[config.mk]
export PLATFORM = sky130hd
export DESIGN_NAME = number_to_ascii_formatter
export DESIGN_NICKNAME = d
export VERILOG_FILES = /design/src/rtl/core/ntaf_pkg.sv /design/src/rtl/core/ntaf_front.sv /design/src/rtl/core/ntaf_back.sv /design/src/rtl/core/number_to_ascii_formatter.sv
export SDC_FILE = /design/constraint.sdc
export NUM_CORES = 1
export LEC_CHECK = 0
export BUFFER_PORTS_ARGS = -buffer_cell sky130_fd_sc_hd__buf_2
export CAP_MARGIN = 20
export CORE_MARGIN = 2
export CORE_UTILIZATION = 40
export DETAILED_ROUTE_END_ITERATION = 8
export HOLD_SLACK_MARGIN = 0.06
export PLACE_DENSITY_LB_ADDON = 0.08
export SKIP_CTS_REPAIR_TIMING = 1
export SLEW_MARGIN = 20
export SYNTH_ARGS = -nofsm -noshare
export SYNTH_HDL_FRONTEND = slang
export SYNTH_HIERARCHICAL = 1
export SYNTH_SLANG_ARGS = --single-unit
[constraint.sdc]
create_clock -name i_clk -period 8.8 [get_ports i_clk]
set_clock_uncertainty 0.2 [all_clocks]
set_input_delay 1.76 -clock i_clk [delete_from_list [all_inputs] [get_ports i_clk]]
set_output_delay 1.76 -clock i_clk [all_outputs]
set_load 0.03 [all_outputs]
[src/rtl/core/ntaf_pkg.sv]
// types, constants and helper functions of the number to ascii formatter
package ntaf_pkg;

    // input word: request kind and the number to print
    typedef struct packed {
        logic [1:0]  kind;
        logic [31:0] value;
    } t_in_word;

    // output word: one character and the end-of-run flag
    typedef struct packed {
        logic [7:0] ascii_byte;
        logic       last;
    } t_out_word;

    // request kinds
    typedef enum logic [1:0] {
        K_CHAR   = 2'd0,
        K_DEC    = 2'd1,
        K_HEXMIN = 2'd2,
        K_HEX8   = 2'd3
    } t_kind;

    // classified request as it sits in the queue
    typedef struct packed {
        t_kind       kind;
        logic        is_lf;
        logic [31:0] value;
    } t_task;

    // back end sequencer states
    typedef enum logic [2:0] {
        ST_IDLE   = 3'd0,
        ST_CHAR   = 3'd1,
        ST_CR     = 3'd2,
        ST_PFX0   = 3'd3,
        ST_PFXX   = 3'd4,
        ST_CONV   = 3'd5,
        ST_DIGITS = 3'd6
    } t_state;

    // widths and counts
    localparam int BIN_BITS   = 32;
    localparam int DEC_DIGITS = 10;
    localparam int HEX_DIGITS = 8;
    localparam int NIB_BITS   = 4;
    localparam int BUF_BITS   = DEC_DIGITS * NIB_BITS;
    localparam int QDEPTH     = 2;
    localparam int QPTR_W     = $clog2(QDEPTH);

    // character codes
    localparam logic [7:0] CH_LF    = 8'h0A;
    localparam logic [7:0] CH_CR    = 8'h0D;
    localparam logic [7:0] CH_ZERO  = 8'h30;
    localparam logic [7:0] CH_X     = 8'h78;
    localparam logic [7:0] CH_A_OFF = 8'h37;

    // nibble to uppercase hex character
    function automatic logic [7:0] hex_char(input logic [3:0] nib);
        if (nib < 4'd10) begin
            return CH_ZERO + {4'h0, nib};
        end
        return CH_A_OFF + {4'h0, nib};
    endfunction

    // shift-add-3 correction on every bcd digit
    function automatic logic [BUF_BITS-1:0] bcd_adjust(input logic [BUF_BITS-1:0] bcd);
        logic [BUF_BITS-1:0] res;
        res = bcd;
        for (int i = 0; i < DEC_DIGITS; i++) begin
            if (bcd[NIB_BITS*i +: NIB_BITS] >= 4'd5) begin
                res[NIB_BITS*i +: NIB_BITS] = bcd[NIB_BITS*i +: NIB_BITS] + 4'd3;
            end
        end
        return res;
    endfunction

endpackage

[src/rtl/core/ntaf_front.sv]
// front end: accepts requests, classifies them and queues them for the back end
module ntaf_front (
    input  logic              i_clk,
    input  logic              i_rst_n,
    input  logic              i_valid,
    input  ntaf_pkg::t_in_word i_word,
    output logic              o_stall,
    output logic              o_task_valid,
    output ntaf_pkg::t_task   o_task,
    input  logic              i_task_pop
);

    ntaf_pkg::t_task                  r_mem [ntaf_pkg::QDEPTH];
    logic [ntaf_pkg::QPTR_W-1:0]      r_wptr, n_wptr;
    logic [ntaf_pkg::QPTR_W-1:0]      r_rptr, n_rptr;
    logic [ntaf_pkg::QPTR_W:0]        r_count, n_count;
    ntaf_pkg::t_task                  w_class;
    logic                             w_push;
    logic                             w_pop;

    // classify the incoming word
    always_comb begin
        w_class.kind  = ntaf_pkg::t_kind'(i_word.kind);
        w_class.value = i_word.value;
        w_class.is_lf = 1'b0;
        if (w_class.kind == ntaf_pkg::K_CHAR) begin
            w_class.value = {24'h0, i_word.value[7:0]};
            w_class.is_lf = (i_word.value[7:0] == ntaf_pkg::CH_LF);
        end
    end

    // queue control
    assign o_stall      = (r_count == (ntaf_pkg::QPTR_W+1)'(ntaf_pkg::QDEPTH));
    assign o_task_valid = (r_count != '0);
    assign o_task       = r_mem[r_rptr];
    assign w_push       = i_valid && !o_stall;
    assign w_pop        = i_task_pop && o_task_valid;

    always_comb begin
        n_wptr  = r_wptr + (ntaf_pkg::QPTR_W)'(w_push);
        n_rptr  = r_rptr + (ntaf_pkg::QPTR_W)'(w_pop);
        n_count = r_count + (ntaf_pkg::QPTR_W+1)'(w_push) - (ntaf_pkg::QPTR_W+1)'(w_pop);
    end

    // pointer and fill registers
    always_ff @(posedge i_clk) begin
        if (!i_rst_n) begin
            r_wptr  <= '0;
            r_rptr  <= '0;
            r_count <= '0;
        end else begin
            r_wptr  <= n_wptr;
            r_rptr  <= n_rptr;
            r_count <= n_count;
        end
    end

    // queue storage
    always_ff @(posedge i_clk) begin
        if (w_push) begin
            r_mem[r_wptr] <= w_class;
        end
    end

endmodule

[src/rtl/core/ntaf_back.sv]
// back end: turns one queued request into its run of characters
module ntaf_back (
    input  logic               i_clk,
    input  logic               i_rst_n,
    input  logic               i_task_valid,
    input  ntaf_pkg::t_task    i_task,
    output logic               o_task_pop,
    output logic               o_valid,
    output ntaf_pkg::t_out_word o_word,
    input  logic               i_stall
);

    ntaf_pkg::t_state                 r_state, n_state;
    logic [ntaf_pkg::BUF_BITS-1:0]    r_digits, n_digits;
    logic [ntaf_pkg::BIN_BITS-1:0]    r_bin, n_bin;
    logic [4:0]                       r_cnt, n_cnt;
    logic [3:0]                       r_left, n_left;
    logic                             r_started, n_started;
    logic                             r_suppress, n_suppress;
    logic [7:0]                       r_char, n_char;
    logic                             r_lf, n_lf;
    logic                             r_out_valid, n_out_valid;
    ntaf_pkg::t_out_word              r_out, n_out;
    logic                             w_free;
    logic                             w_emit;
    logic [3:0]                       w_nib;
    logic [ntaf_pkg::BUF_BITS-1:0]    w_adj;

    assign w_free = !r_out_valid || !i_stall;
    assign w_nib  = r_digits[ntaf_pkg::BUF_BITS-1 -: ntaf_pkg::NIB_BITS];
    assign w_adj  = ntaf_pkg::bcd_adjust(r_digits);

    // sequencer: next state and character selection
    always_comb begin
        n_state    = r_state;
        n_digits   = r_digits;
        n_bin      = r_bin;
        n_cnt      = r_cnt;
        n_left     = r_left;
        n_started  = r_started;
        n_suppress = r_suppress;
        n_char     = r_char;
        n_lf       = r_lf;
        n_out      = r_out;
        w_emit     = 1'b0;
        o_task_pop = 1'b0;
        unique case (r_state)
            ntaf_pkg::ST_IDLE: begin
                if (i_task_valid) begin
                    o_task_pop = 1'b1;
                    n_started  = 1'b0;
                    n_left     = 4'(ntaf_pkg::HEX_DIGITS - 1);
                    n_digits   = {i_task.value, 8'h00};
                    unique case (i_task.kind)
                        ntaf_pkg::K_CHAR: begin
                            n_char  = i_task.value[7:0];
                            n_lf    = i_task.is_lf;
                            n_state = ntaf_pkg::ST_CHAR;
                        end
                        ntaf_pkg::K_DEC: begin
                            n_bin      = i_task.value;
                            n_digits   = '0;
                            n_cnt      = 5'(ntaf_pkg::BIN_BITS - 1);
                            n_left     = 4'(ntaf_pkg::DEC_DIGITS - 1);
                            n_suppress = 1'b1;
                            n_state    = ntaf_pkg::ST_CONV;
                        end
                        ntaf_pkg::K_HEXMIN: begin
                            n_suppress = 1'b1;
                            n_state    = ntaf_pkg::ST_PFX0;
                        end
                        ntaf_pkg::K_HEX8: begin
                            n_suppress = 1'b0;
                            n_state    = ntaf_pkg::ST_DIGITS;
                        end
                    endcase
                end
            end
            ntaf_pkg::ST_CHAR: begin
                if (w_free) begin
                    w_emit  = 1'b1;
                    n_out   = '{ascii_byte: r_char, last: !r_lf};
                    n_state = r_lf ? ntaf_pkg::ST_CR : ntaf_pkg::ST_IDLE;
                end
            end
            ntaf_pkg::ST_CR: begin
                if (w_free) begin
                    w_emit  = 1'b1;
                    n_out   = '{ascii_byte: ntaf_pkg::CH_CR, last: 1'b1};
                    n_state = ntaf_pkg::ST_IDLE;
                end
            end
            ntaf_pkg::ST_PFX0: begin
                if (w_free) begin
                    w_emit  = 1'b1;
                    n_out   = '{ascii_byte: ntaf_pkg::CH_ZERO, last: 1'b0};
                    n_state = ntaf_pkg::ST_PFXX;
                end
            end
            ntaf_pkg::ST_PFXX: begin
                if (w_free) begin
                    w_emit  = 1'b1;
                    n_out   = '{ascii_byte: ntaf_pkg::CH_X, last: 1'b0};
                    n_state = ntaf_pkg::ST_DIGITS;
                end
            end
            ntaf_pkg::ST_CONV: begin
                // one shift-add-3 step per cycle, msb of the binary first
                n_digits = {w_adj[ntaf_pkg::BUF_BITS-2:0], r_bin[ntaf_pkg::BIN_BITS-1]};
                n_bin    = {r_bin[ntaf_pkg::BIN_BITS-2:0], 1'b0};
                n_cnt    = r_cnt - 5'd1;
                if (r_cnt == '0) begin
                    n_state = ntaf_pkg::ST_DIGITS;
                end
            end
            ntaf_pkg::ST_DIGITS: begin
                if (r_suppress && !r_started && (w_nib == '0) && (r_left != '0)) begin
                    // leading zero, drop it
                    n_digits = r_digits << ntaf_pkg::NIB_BITS;
                    n_left   = r_left - 4'd1;
                end else if (w_free) begin
                    w_emit    = 1'b1;
                    n_out     = '{ascii_byte: ntaf_pkg::hex_char(w_nib), last: (r_left == '0)};
                    n_started = 1'b1;
                    n_digits  = r_digits << ntaf_pkg::NIB_BITS;
                    n_left    = r_left - 4'd1;
                    if (r_left == '0) begin
                        n_state = ntaf_pkg::ST_IDLE;
                    end
                end
            end
            default: begin
                n_state = ntaf_pkg::ST_IDLE;
            end
        endcase
    end

    // output register valid
    always_comb begin
        n_out_valid = r_out_valid && i_stall;
        if (w_emit) begin
            n_out_valid = 1'b1;
        end
    end

    // control registers
    always_ff @(posedge i_clk) begin
        if (!i_rst_n) begin
            r_state     <= ntaf_pkg::ST_IDLE;
            r_out_valid <= 1'b0;
        end else begin
            r_state     <= n_state;
            r_out_valid <= n_out_valid;
        end
    end

    // datapath registers
    always_ff @(posedge i_clk) begin
        r_digits   <= n_digits;
        r_bin      <= n_bin;
        r_cnt      <= n_cnt;
        r_left     <= n_left;
        r_started  <= n_started;
        r_suppress <= n_suppress;
        r_char     <= n_char;
        r_lf       <= n_lf;
        r_out      <= n_out;
    end

    assign o_valid = r_out_valid;
    assign o_word  = r_out;

endmodule

[src/rtl/core/number_to_ascii_formatter.sv]
// top level of the number to ascii formatter: request queue and character sequencer
//
//  channel  dir  payload                       handshake
//  request  in   i_word {kind, value}          i_valid / o_stall
//  text     out  o_word {ascii_byte, last}     o_valid / i_stall
//
// each request is popped in the idle state, then the sequencer steps once per character sent or
// leading zero dropped: character 1-2 steps, eight-digit hex 8, minimal hex 10 (0x and 8 digits)
// decimal adds 32 steps of the shift-add-3 converter before its 10 digit steps
// a two-word queue lets requests be taken while the sequencer is busy
// synchronous active-low reset clears the queue, sequencer and output valid
// a stalled output word holds; the sequencer waits on a full output register
module number_to_ascii_formatter (
    input  logic                i_clk,
    input  logic                i_rst_n,
    input  logic                i_valid,
    input  ntaf_pkg::t_in_word  i_word,
    output logic                o_stall,
    output logic                o_valid,
    output ntaf_pkg::t_out_word o_word,
    input  logic                i_stall
);

    logic            w_task_valid;
    logic            w_task_pop;
    ntaf_pkg::t_task w_task;

    // request intake and queue
    ntaf_front u_front (
        .i_clk        (i_clk),
        .i_rst_n      (i_rst_n),
        .i_valid      (i_valid),
        .i_word       (i_word),
        .o_stall      (o_stall),
        .o_task_valid (w_task_valid),
        .o_task       (w_task),
        .i_task_pop   (w_task_pop)
    );

    // character generation
    ntaf_back u_back (
        .i_clk        (i_clk),
        .i_rst_n      (i_rst_n),
        .i_task_valid (w_task_valid),
        .i_task       (w_task),
        .o_task_pop   (w_task_pop),
        .o_valid      (o_valid),
        .o_word       (o_word),
        .i_stall      (i_stall)
    );

endmodule

======== Word level (Yosys, flattened, before mapping) ========
Memories as Yosys holds them, arrays and structs flattened. A register that Yosys moved wholly into a read port is not among the register bits.
Index checks and enable logic that the tools add are counted.
W data, S select, Z words.
word-level totals
  flip-flop bits (word level) ............. 109
  bits in writable memories ............... 70
  output and inout port bits .............. 11
  logic and storage cells ................. 168
  memories kept ........................... 1
operators by class
  add/sub/neg operators ................... 18
  order comparisons ....................... 11
  eq/ne operators ......................... 22
  muxes and demuxes ....................... 66
  reductions and logical operators ........ 35
memories
  name           depth  bits a word  read ports  clocked after memory_dff  write ports  line              source
  u_front.r_mem  2      35           1           1                         1            ntaf_front.sv:13  ntaf_pkg::t_task r_mem [ntaf_pkg::QDEPTH];
operators by type and width
  operator               number
  $mux W40               4
  $pmux W40 S3           1
  $mux W32               2
  $pmux W32 S2           1
  $mux W9                6
  $mux W4                13
  $pmux W9 S5            1
  $ge A4 B3 Y1 const B   10
  $add A4 B2 Y4 const B  9
  $mux W33               1
  $mux W3                10
  $pmux W3 S7            1
  $mux W8                2
  $mux W1                15
  $reduce_and A3 Y1      5
  $add A6 B4 Y7 const A  2
  $ne A2 B1 Y1 const B   7
  $pmux W3 S4            1
  $mux W5                2
  $pmux W5 S2            1
  $eq A3 B3 Y1 const B   3
  $reduce_and A9 Y1      1
  $eq A8 B4 Y1 const B   1
  $logic_not A4 Y1       2
  other kinds (30)       51

======== Depth between registers and ports, before layout ========
Gate-level depths: netlist of run 1.
  word-level depth ........................ 10
  mapped depth ............................ 10

======== Hierarchy ========
Netlist of run 1, hierarchy kept.
modules (own cells, without submodules)
  module      instances  cells each  area an instance (sq um)
  ntaf_back   1          545         5745.5
  ntaf_front  1          164         3139.3

======== Worst setup path after synthesis of run 1 ========
No wires, ideal clock.
  kind .................................... input-to-reg
  from .................................... input port i_stall
  to ...................................... register u_back/r_digits[0] (netlist name) (enable)
  library setup time ...................... 0.404 ns
  arrival time ............................ 3.342 ns
  data required time ...................... 8.196 ns
  slack ................................... 4.854 ns
  stages .................................. 3
  buffers on the path ..................... 0
  path through ............................ and2_1 a31oi_1 nand2b_1
on the way
  word-level cells in the longest chain between the ends .. 4
ends and longest elaborated chain
  item                         line                             source
  start, declared              number_to_ascii_formatter.sv:21  input logic i_stall
  $logic_not A1 Y1             ntaf_back.sv:29                  assign w_free = !r_out_valid || !i_stall;
  $logic_or A1 B1 Y1           ntaf_back.sv:29
  $ne A3 B1 Y1 (no line)       -
  $reduce_and A3 Y1 (no line)  -
  end signal, assigned         ntaf_back.sv:159                 r_digits <= n_digits;
  end, declared                ntaf_back.sv:14                  logic [ntaf_pkg::BUF_BITS-1:0] r_digits, n_digits;
No other way between the ends.
A chain may end at the register's enable or synchronous reset.

======== Final worst setup path of run 1 ========
  from .................................... register u_front/r_count[1] (netlist name)
  to ...................................... output port o_stall
on the way
  word-level cells in the longest chain between the ends .. 1
ends and longest elaborated chain
  item                    line                             source
  start, declared         ntaf_front.sv:16                 logic [ntaf_pkg::QPTR_W:0] r_count, n_count;
  start signal, assigned  ntaf_front.sv:54                 r_count <= n_count;
  $eq A2 B2 Y1            ntaf_front.sv:33                 assign o_stall = (r_count == (ntaf_pkg::QPTR_W+1)'(ntaf_pkg::QDEPTH));
  end, declared           number_to_ascii_formatter.sv:18  output logic o_stall,
No other way between the ends.

==> results.py, run 1 <==
metrics = {
    "sta": {
        "slew_viol_final": 0,
        "fmax_mhz": 307,
        "max_slew_margin_pct": 32.4,
        "setup_violations": 0,
        "tightest_slew_ns": 1.01,
        "setup_tns_ns": 0,
        "period_share_pct": 37.1,
        "hold_viol_final": 0,
        "period_needed_ns": 3.26,
        "holdWs_ns": 0.290,
        "rsz0062_at_grt": "no",
    },
    "cts": {
        "numCtsBuffers": 17,
        "root_buffer": "clkbuf_16",
        "ctsLongestPathBuffers": 2,
        "clkLatencyLatePin_ns": 0.42,
        "cts_tree": "built",
        "path_clk_slew_ns": 0.07,
        "h-tree-depth": 4,
        "cts.sinks": 180,
    },
    "cells_and_area": {
        "final_nets": 815,
        "drive_above_1_share_pct": 18.8,
        "areaGrowthSynthToFinish_pct": 11.2,
        "diodes": 0,
    },
    "drt": {
        "first_pass_iters": 5,
        "totalWireLength_mm": 18.0,
        "routed_via_density": 5.34,
        "drtIter0Drc": 362,
        "dr_total_vias": 5563,
        "wire_per_inst_um": 17.3,
        "postRouteAntennaNets": 0,
        "drc": 0,
    },
    "synthesis": {
        "syn_area_mm2": 0.00888,
        "ys_types": 65,
        "synthesis.nets": 775,
        "synth-seq-cells": 180,
        "ys_warn_count": 6,
        "yosysSeqAreaShare_pct": 59.8,
        "synth_top_area_cell": "edfxtp_1",
        "syn_inst": 709,
        "synth_top_area_share_pct": 57.8,
        "synthTopCellsByArea": "edfxtp_1 58%, nand2_1 5.2%, mux2_4 5.1%, ha_1 3.9%, a21oi_1 2.4%",
        "ys.flop_type": "edfxtp_1",
        "synth_edf_count": 171,
        "syn_avg_cell_area_um2": 12.5,
        "async_flop_share_pct": 0,
    },
    "global_route": {
        "gr-usage-met1_pct": 21.7,
        "track_usage_pct": 15.8,
        "antenna_found_initial": 0,
        "busiest_layer": "met2",
        "gr-total-overflow": 0,
        "grt_max_degree": 96,
        "grt_pass1_vias": 5549,
        "gr-usage-met2_pct": 25.1,
        "grt_pass1_wl_mm": 29.0,
        "grtUsageMet3_pct": 2.84,
    },
    "place": {
        "dp_hpwl_mm": 11.9,
        "gp_congestion": 0.840,
        "portBuffers": 48,
    },
    "die": {
        "rows": 54,
        "initial_core_util_pct": 40.7,
        "die_area_mm2": 0.0234,
        "die_h_um": 153,
        "design.core.area_mm2": 0.0218,
        "io_pins": 49,
        "dieWidth_um": 153,
    },
    "outcome": {
        "status": "finished, final reports clean",
    },
    "worst_setup_path": {
        "crit_fanout": 4,
        "critPathLaunchType": "register",
        "endpoint_kind": "output pin",
        "setup.worst_path.class": "register to output pin",
        "required_ns": 6.84,
        "arrival_ns": 1.30,
    },
    "pwr": {
        "p_leak_nw": 3.63,
        "peakVddDrop_uv": 135,
        "power.density_mw_per_mm2": 352,
    },
    "worst_hold_path": {
        "worstHoldPathType": "register to register",
    },
    "job": {
        "cap_violations": 0,
    },
}
layout by cell type, fill, tap and decap left out, types with 2 or more instances in the layout:
cell type / synthesis / routed
edfxtp_1: 171 / 171
nand2_1: 123 / 123
buf_2: 16 / 48
a21oi_1: 43 / 42
inv_1: 32 / 32
mux2_4: 30 / 30
ha_1: 28 / 28
o21ai_1: 25 / 25
a32oi_1: 23 / 23
nor2b_1: 23 / 23
o21ai_0: 19 / 19
nor3b_1: 18 / 18
clkbuf_16: 0 / 17
xnor2_1: 15 / 15
nand2b_1: 13 / 12
mux2_2: 12 / 12
nor2_1: 12 / 12
o221ai_1: 11 / 11
dfxtp_1: 9 / 8
and2_1: 6 / 6
buf_4: 6 / 6
nand3_1: 5 / 5
mux2i_1: 5 / 5
inv_8: 0 / 4
o22ai_1: 4 / 4
nor3_1: 5 / 4
inv_6: 0 / 3
and2b_1: 3 / 3
clkinvlp_4: 0 / 2
clkinv_4: 0 / 2
a21oi_4: 1 / 2
a211oi_1: 2 / 2
nor2_2: 2 / 2
a31oi_1: 2 / 2
nor4_1: 2 / 2
and3_1: 2 / 2
synthesized netlist by cell type (15+ instances only):
| master | instances |
|---|---|
| xnor2_1 | 15 |
| ha_1 | 28 |
| nand2_1 | 123 |
| nor2b_1 | 23 |
| o21ai_0 | 19 |
| o21ai_1 | 25 |
| edfxtp_1 | 171 |
| nor3b_1 | 18 |
| a21oi_1 | 43 |
| mux2_4 | 30 |
| a32oi_1 | 23 |
| buf_2 | 16 |
| inv_1 | 32 |
critical path, cell delays in order (launching register included):
cell	delay [ns]
dfxtp_1	0.36
or2b_1	0.28
inv_1	0.06
buf_2	0.18
final cells by class:
class | instances | area (um2)
Clock buffer | 18 | 429
Tap cell | 280 | 350
Inverter | 34 | 130
Sequential cell | 180 | 5320
Fill cell | 1965 | 11900
Timing Repair Buffer | 54 | 285
Clock inverter | 14 | 143
Multi-Input combinational cell | 462 | 3230
per-layer routing:
layer | vias to the layer above | part of all wire (%)
met5 | - | 0
met4 | 0 | 1.9
met3 | 23 | 4.6
met2 | 160 | 45
met1 | 2694 | 48
li1 | 2686 | -
power breakdown:
| group | internal, mW | total (mW) | switching, mW |
|---|---|---|---|
| combinational | 0.494 | 1.25 | 0.754 |
| clock | 0.400 | 0.738 | 0.338 |
| sequential | 1.32 | 1.50 | 0.177 |
state kept, by name, summed over array words and instances, names as in the netlist, named ones only:
register	cells
u_back/r_state	3
u_back/r_lf	1
u_back/r_char	8
u_front/r_mem	70
u_front/r_count	2
u_back/r_bin	32
u_back/r_cnt	5
u_back/r_digits	40
u_back/r_left	4
u_front/r_wptr	1
u_front/r_rptr	1
u_back/o_word	9
u_back/r_started	1
u_back/o_valid	1
u_back/r_suppress	1
stage by stage:
| step | power, mW | utilization, % | cells | instance area, um2 | setup slack [ns] |
|---|---|---|---|---|---|
| after floorplan | 2.46 | - | 709 | 8880 | 4.85 |
| after global placement | 2.72 | 42.6 | 1010 | 9300 | 4.80 |
| after detailed placement | 2.77 | 42.6 | 1010 | 9300 | 4.75 |
| after CTS | 3.52 | 45.2 | 1042 | 9870 | 5.18 |
| after global routing | 3.72 | 45.3 | 1042 | 9880 | 5.27 |
| final | 3.48 | 45.3 | 1042 | 9880 | 5.54 |
logic make-up after synthesis:
| group | after synthesis | share of synthesized area [%] |
|---|---|---|
| flops | 180 | 59.8 |
| xor+xnor | 17 | 1.83 |
| mux | 48 | 7.28 |
| compound gates | 142 | 10.2 |
| fa+ha+maj | 28 | 3.94 |
| simple gates | 227 | 12.8 |
| buf+inv | 67 | 4.14 |
worst paths after layout:
check	from	end	slack (ns)	cells after the start
min	u_front/r_rptr	register	0.29	2
max	u_front/r_count[1]	o_stall	5.54	3
min reg2reg	u_front/r_rptr	register	0.29	2
max reg2reg	u_back/r_state[1]	u_back/r_digits[37]	5.55	6
No activity file was read; power rests on OpenSTA's default activity.
==> run 2: changes to the inputs <==
==> constraint.sdc (replaced) <==
create_clock -name i_clk -period 2.9 [get_ports i_clk]
set_clock_uncertainty 0.2 [all_clocks]
set_input_delay 0.58 -clock i_clk [delete_from_list [all_inputs] [get_ports i_clk]]
set_output_delay 0.58 -clock i_clk [all_outputs]
set_load 0.03 [all_outputs]
==> run 2 against run 1 <==
  * Sequential share of layout area is 0.62 points lower
  * Clock power grew to 3.1 times the previous value
  * Worst setup slack lost 5.1 ns
  * Flip-flop and latch count unchanged
  * Highest routed layer unchanged
  * Routed wire length grew 2.7%
  * Utilization up 0.53 points
  * Cell count is 0.86% higher
  * Register-to-register slack got worse by 5.1 ns
  * Cell area rose by 1.2%
  * Sequential power increased to 3.0 times the previous value
==> results.py, run 2 (synthesized netlist as in run 1, its figures left out) <==
metrics = {
    "drt": {
        "totalWireLength_mm": 18.5,
        "drtIter0Drc": 421,
        "postRouteAntennaNets": 0,
        "wire_per_inst_um": 17.6,
        "dr_total_vias": 5554,
        "drc": 0,
        "routed_via_density": 5.28,
        "first_pass_iters": 5,
    },
    "outcome": {
        "status": "finished, final reports clean",
    },
    "place": {
        "portBuffers": 48,
        "dp_hpwl_mm": 12.4,
        "post-place-cells": 1019,
        "gp_congestion": 0.828,
    },
    "global_route": {
        "antenna_found_initial": 0,
        "gr-total-overflow": 0,
        "track_usage_pct": 16.3,
        "grt_pass1_wl_mm": 30.2,
        "grt_pass1_vias": 5611,
        "grt_max_degree": 96,
    },
    "cts": {
        "cts_tree": "built",
        "numCtsBuffers": 17,
        "ctsLongestPathBuffers": 2,
        "root_buffer": "clkbuf_16",
        "path_clk_slew_ns": 0.07,
        "clkLatencyLatePin_ns": 0.43,
        "h-tree-depth": 4,
        "cts.sinks": 180,
    },
    "pwr": {
        "power.density_mw_per_mm2": 1080,
        "p_leak_nw": 3.69,
        "peakVddDrop_uv": 533,
    },
    "cells_and_area": {
        "final_cell_mix": "171 x edfxtp_1, 123 x nand2_1, 48 x buf_2",
        "largest_reg_flops": 70,
        "final_nets": 824,
        "final_core_util_pct": 45.8,
        "areaGrowthSynthToFinish_pct": 12.5,
        "layout_commonest_cell": "edfxtp_1",
        "drive_above_1_share_pct": 19.7,
        "top_register": "u_front/r_mem",
        "reg_top3": "u_front/r_mem (70), u_back/r_digits (40), u_back/r_bin (32)",
        "layoutNonFillerInstCount": 1051,
        "diodes": 0,
    },
    "job": {
        "cap_violations": 0,
    },
    "worst_setup_path": {
        "critPathLaunchType": "register",
        "r2r_slack_ns": 0.42,
        "crit_path_top_delay_cell": "dfxtp_1",
        "endpoint_kind": "register",
        "r2r-end": "u_front/r_count[1]",
        "max_stage_delay_ns": 0.66,
        "reg2reg_depth": 9,
        "r2r-start": "u_back/r_state[0]",
        "required_ns": 3.07,
        "path_cells": "inv_1 -> nand3_1 -> inv_2 -> o21a_1 -> ha_1 -> inv_1 -> ha_1 -> xnor3_1 -> nor2b_2",
        "arrival_ns": 2.65,
        "crit_fanout": 14,
        "setup.worst_path.class": "register to register",
    },
    "die": {
        "die_area_mm2": 0.0234,
        "rows": 54,
        "die_h_um": 153,
        "design.core.area_mm2": 0.0218,
        "dieWidth_um": 153,
        "io_pins": 49,
        "initial_core_util_pct": 40.7,
    },
    "worst_hold_path": {
        "worstHoldPathCells": 1,
        "min-delay-start": "i_word[6]",
        "holdPathEnd": "u_front/r_mem[0][6]",
        "worstHoldPathType": "primary input to register",
    },
    "sta": {
        "rsz0062_at_grt": "no",
        "period_share_pct": 85.7,
        "tightest_slew_ns": 0.620,
        "max_slew_margin_pct": 58.6,
        "setup_violations": 0,
        "period_needed_ns": 2.48,
        "fmax_mhz": 403,
        "slew_viol_final": 0,
        "setup_tns_ns": 0,
        "hold_viol_final": 0,
    },
}
run 2: changes by cell type in the layout (fill, tap and decap cells not counted), moves of 2 or more:
cell | before | now
buf_4 | 6 | 12
buf_12 | 0 | 3
clkinv_8 | 0 | 2
inv_6 | 3 | 5
inv_8 | 4 | 2
run 2: power breakdown:
| part | leakage, nW | switching [mW] | internal [mW] | total, mW |
|---|---|---|---|---|
| registers | 1.66 | 0.523 | 3.99 | 4.51 |
| clock network | 0.286 | 1.07 | 1.23 | 2.30 |
| logic | 1.75 | 2.37 | 1.61 | 3.98 |
run 2: worst max-delay path: cells and delay by family (launching register included):
family                   cells  cell delay, ns
buffers and inverters        3            0.38
adder cells (fa/ha/maj)      2            0.45
flip-flops                   1            0.66
AND/OR/NAND/NOR              2            0.33
XOR/XNOR                     1            0.22
AO/OA/AOI/OAI                1            0.17
run 2: layout make-up:
| type | instances | area (um2) |
|---|---|---|
| fill | 2032 | 11800 |
| sequential | 180 | 5320 |
| multi-input combinational | 462 | 3220 |
| clock buffer | 18 | 429 |
| timing repair buffer | 63 | 390 |
| tap | 280 | 350 |
| clock inverter | 14 | 163 |
| inverter | 34 | 130 |
run 2: how the worst max path moves through the flow:
stage	cells after the start	endpoint	start
floorplan	7	u_back/r_bin[0]	register
global placement	9	u_front/r_count[1]	u_back/r_state[0]
detailed placement	9	u_front/r_count[1]	u_back/r_state[0]
CTS	9	u_front/r_count[1]	u_back/r_state[0]
global route	9	u_front/r_count[1]	u_back/r_state[0]
finish	9	u_front/r_count[1]	u_back/r_state[0]
run 2: metal layers:
layer  vias up  GRT usage (%)  wire (um)
met5         -              0          0
met4         0           5.20        203
met3        13           2.38        550
met2       103           25.7       8490
met1      2731           23.4       9220
li1       2707              -          -
run 2: stage by stage:
| stage | total power [mW] | hold slack (ns) | area, um2 | setup WS (ns) |
|---|---|---|---|---|
| floorplan | 7.46 | 0.252 | 8900 | 0.280 |
| global placement | 8.44 | 0.263 | 9400 | 0.577 |
| detailed placement | 8.57 | 0.291 | 9400 | 0.468 |
| CTS | 10.9 | 0.123 | 9990 | 0.442 |
| global route | 11.5 | 0.137 | 9990 | 0.224 |
| finish | 10.8 | 0.146 | 9990 | 0.416 |
==> run 3: changes to the inputs <==
--- a/config.mk
+++ b/config.mk
@@ -8,7 +8,7 @@
 export BUFFER_PORTS_ARGS = -buffer_cell sky130_fd_sc_hd__buf_2
 export CAP_MARGIN = 20
 export CORE_MARGIN = 2
-export CORE_UTILIZATION = 40
+export CORE_UTILIZATION = 32
 export DETAILED_ROUTE_END_ITERATION = 8
 export HOLD_SLACK_MARGIN = 0.06
 export PLACE_DENSITY_LB_ADDON = 0.08
==> constraint.sdc (replaced) <==
create_clock -name i_clk -period 3.05 [get_ports i_clk]
set_clock_uncertainty 0.2 [all_clocks]
set_input_delay 0.61 -clock i_clk [delete_from_list [all_inputs] [get_ports i_clk]]
set_output_delay 0.61 -clock i_clk [all_outputs]
set_load 0.03 [all_outputs]
==> run 3 against run 2 <==
  * Worst hold slack improved by 0.038 ns
  * Routed wire length is 4.9% higher
  * Total power decreased by 5.1%
  * Largest cell class unchanged
  * Via count shrank 1.1%
==> results.py, run 3 (synthesized netlist as in run 1, its figures left out) <==
metrics = {
    "outcome": {
        "status": "finished, final reports clean",
    },
    "cts": {
        "numCtsBuffers": 17,
        "cts_tree": "built",
        "cts.sinks": 180,
        "ctsLongestPathBuffers": 2,
        "h-tree-depth": 4,
        "root_buffer": "clkbuf_16",
        "clkLatencyLatePin_ns": 0.43,
        "path_clk_slew_ns": 0.08,
    },
    "worst_setup_path": {
        "critPathLaunchType": "register",
        "arrival_ns": 2.42,
        "required_ns": 2.91,
        "setup.worst_path.class": "register to register",
        "crit_fanout": 9,
        "endpoint_kind": "register",
    },
    "global_route": {
        "grt_pass1_wl_mm": 31.0,
        "grt_pass1_vias": 5684,
        "gr-total-overflow": 0,
        "track_usage_pct": 14.0,
        "grt_max_degree": 50,
        "antenna_found_initial": 0,
    },
    "die": {
        "die_h_um": 171,
        "design.core.area_mm2": 0.0271,
        "io_pins": 49,
        "rows": 60,
        "die_area_mm2": 0.0291,
        "initial_core_util_pct": 32.8,
        "dieWidth_um": 171,
    },
    "place": {
        "portBuffers": 48,
        "placed_area_mm2": 0.00954,
        "dp_hpwl_mm": 13.2,
        "gp_congestion": 0.824,
    },
    "drt": {
        "dr_total_vias": 5493,
        "first_pass_iters": 5,
        "drtIter0Drc": 305,
        "routed_via_density": 4.80,
        "wire_per_inst_um": 16.9,
        "postRouteAntennaNets": 0,
        "totalWireLength_mm": 19.4,
        "drc": 0,
    },
    "sta": {
        "setup_violations": 0,
        "tightest_slew_ns": 0.811,
        "holdWs_ns": 0.184,
        "hold_viol_final": 0,
        "rsz0062_at_grt": "no",
        "max_slew_margin_pct": 45.8,
        "period_needed_ns": 2.55,
        "slew_viol_final": 0,
        "fmax_mhz": 392,
        "period_share_pct": 83.7,
        "setup_tns_ns": 0,
    },
    "pwr": {
        "p_total_mw": 10.2,
        "power.density_mw_per_mm2": 1010,
        "peakVddDrop_uv": 448,
        "p_leak_nw": 3.70,
    },
    "cells_and_area": {
        "reg_top3": "u_front/r_mem (70), u_back/r_digits (40), u_back/r_bin (32)",
        "layout_commonest_cell": "edfxtp_1",
        "largest_reg_flops": 70,
        "top_register": "u_front/r_mem",
        "areaGrowthSynthToFinish_pct": 14.0,
        "drive_above_1_share_pct": 19.9,
        "fin_area_mm2": 0.0101,
        "final_cell_mix": "171 x edfxtp_1, 123 x nand2_1, 48 x buf_2",
        "final_nets": 825,
        "diodes": 0,
        "fillerInstances": 2650,
    },
    "worst_hold_path": {
        "worstHoldPathType": "primary input to register",
    },
    "job": {
        "cap_violations": 0,
    },
}
==> run 3: cell count changes in the layout (fill, tap and decap cells not counted), sizes merged <==
cell      change
buf           +1
bufinv        -1
clkinvlp      +2
clkbuf        -1
==> run 3: worst paths after layout <==
| path | startpoint | to | slack (ns) | cells past startpoint |
|---|---|---|---|---|
| min | i_word[0] | u_front/r_mem[0][0] | 0.18 | 1 |
| min reg2reg | u_front/r_rptr | u_front/r_rptr | 0.29 | 2 |
| max reg2reg | u_back/r_left[0] | u_back/o_word[0] | 0.50 | 6 |
| max | u_back/r_left[0] | u_back/o_word[0] | 0.50 | 6 |
==> run 3: cell type report <==
type                       instances  area (um2)  share of cell area (%)
clock buffer                      17         425                    4.20
sequential                       180        5320                    52.5
inverter                          34         130                    1.29
clock inverter                    15         161                    1.59
timing repair buffer              64         410                    4.05
multi-input combinational        462        3220                    31.8
tap                              372         465                    4.60
==> run 3: report_power, final <==
| group | leakage [nW] | internal [mW] | switching, mW | total (mW) |
|---|---|---|---|---|
| logic | 1.76 | 1.52 | 2.27 | 3.80 |
| clock network | 0.279 | 1.10 | 1.06 | 2.16 |
| registers | 1.66 | 3.79 | 0.489 | 4.28 |
==> run 3: worst max-delay path: stages (launching register included) <==
cell and delay (ns):
edfxtp_1 0.41, inv_1 0.08, ha_1 0.17, or3b_1 0.43, nand3_1 0.17, o311ai_1 0.12, nor2_1 0.61
==> run 3: metrics by stage <==
stage	instances	setup slack [ns]	utilization [%]
3_3_place_gp	1112	0.580	35.2
4_1_cts	1144	0.452	37.4
2_1_floorplan	709	0.0221	-
6_report	1144	0.497	37.4
5_1_grt	1144	0.324	37.4
3_5_place_dp	1112	0.480	35.2
==> run 3: layer usage <==
layer / global-route usage [%] / vias up / share of wire, %
met4: 5.20 / 0 / 2.0
met5: 0 / - / 0
met3: 2.08 / 18 / 2.7
met1: 20.1 / 2674 / 50
li1: - / 2713 / -
met2: 21.4 / 88 / 45
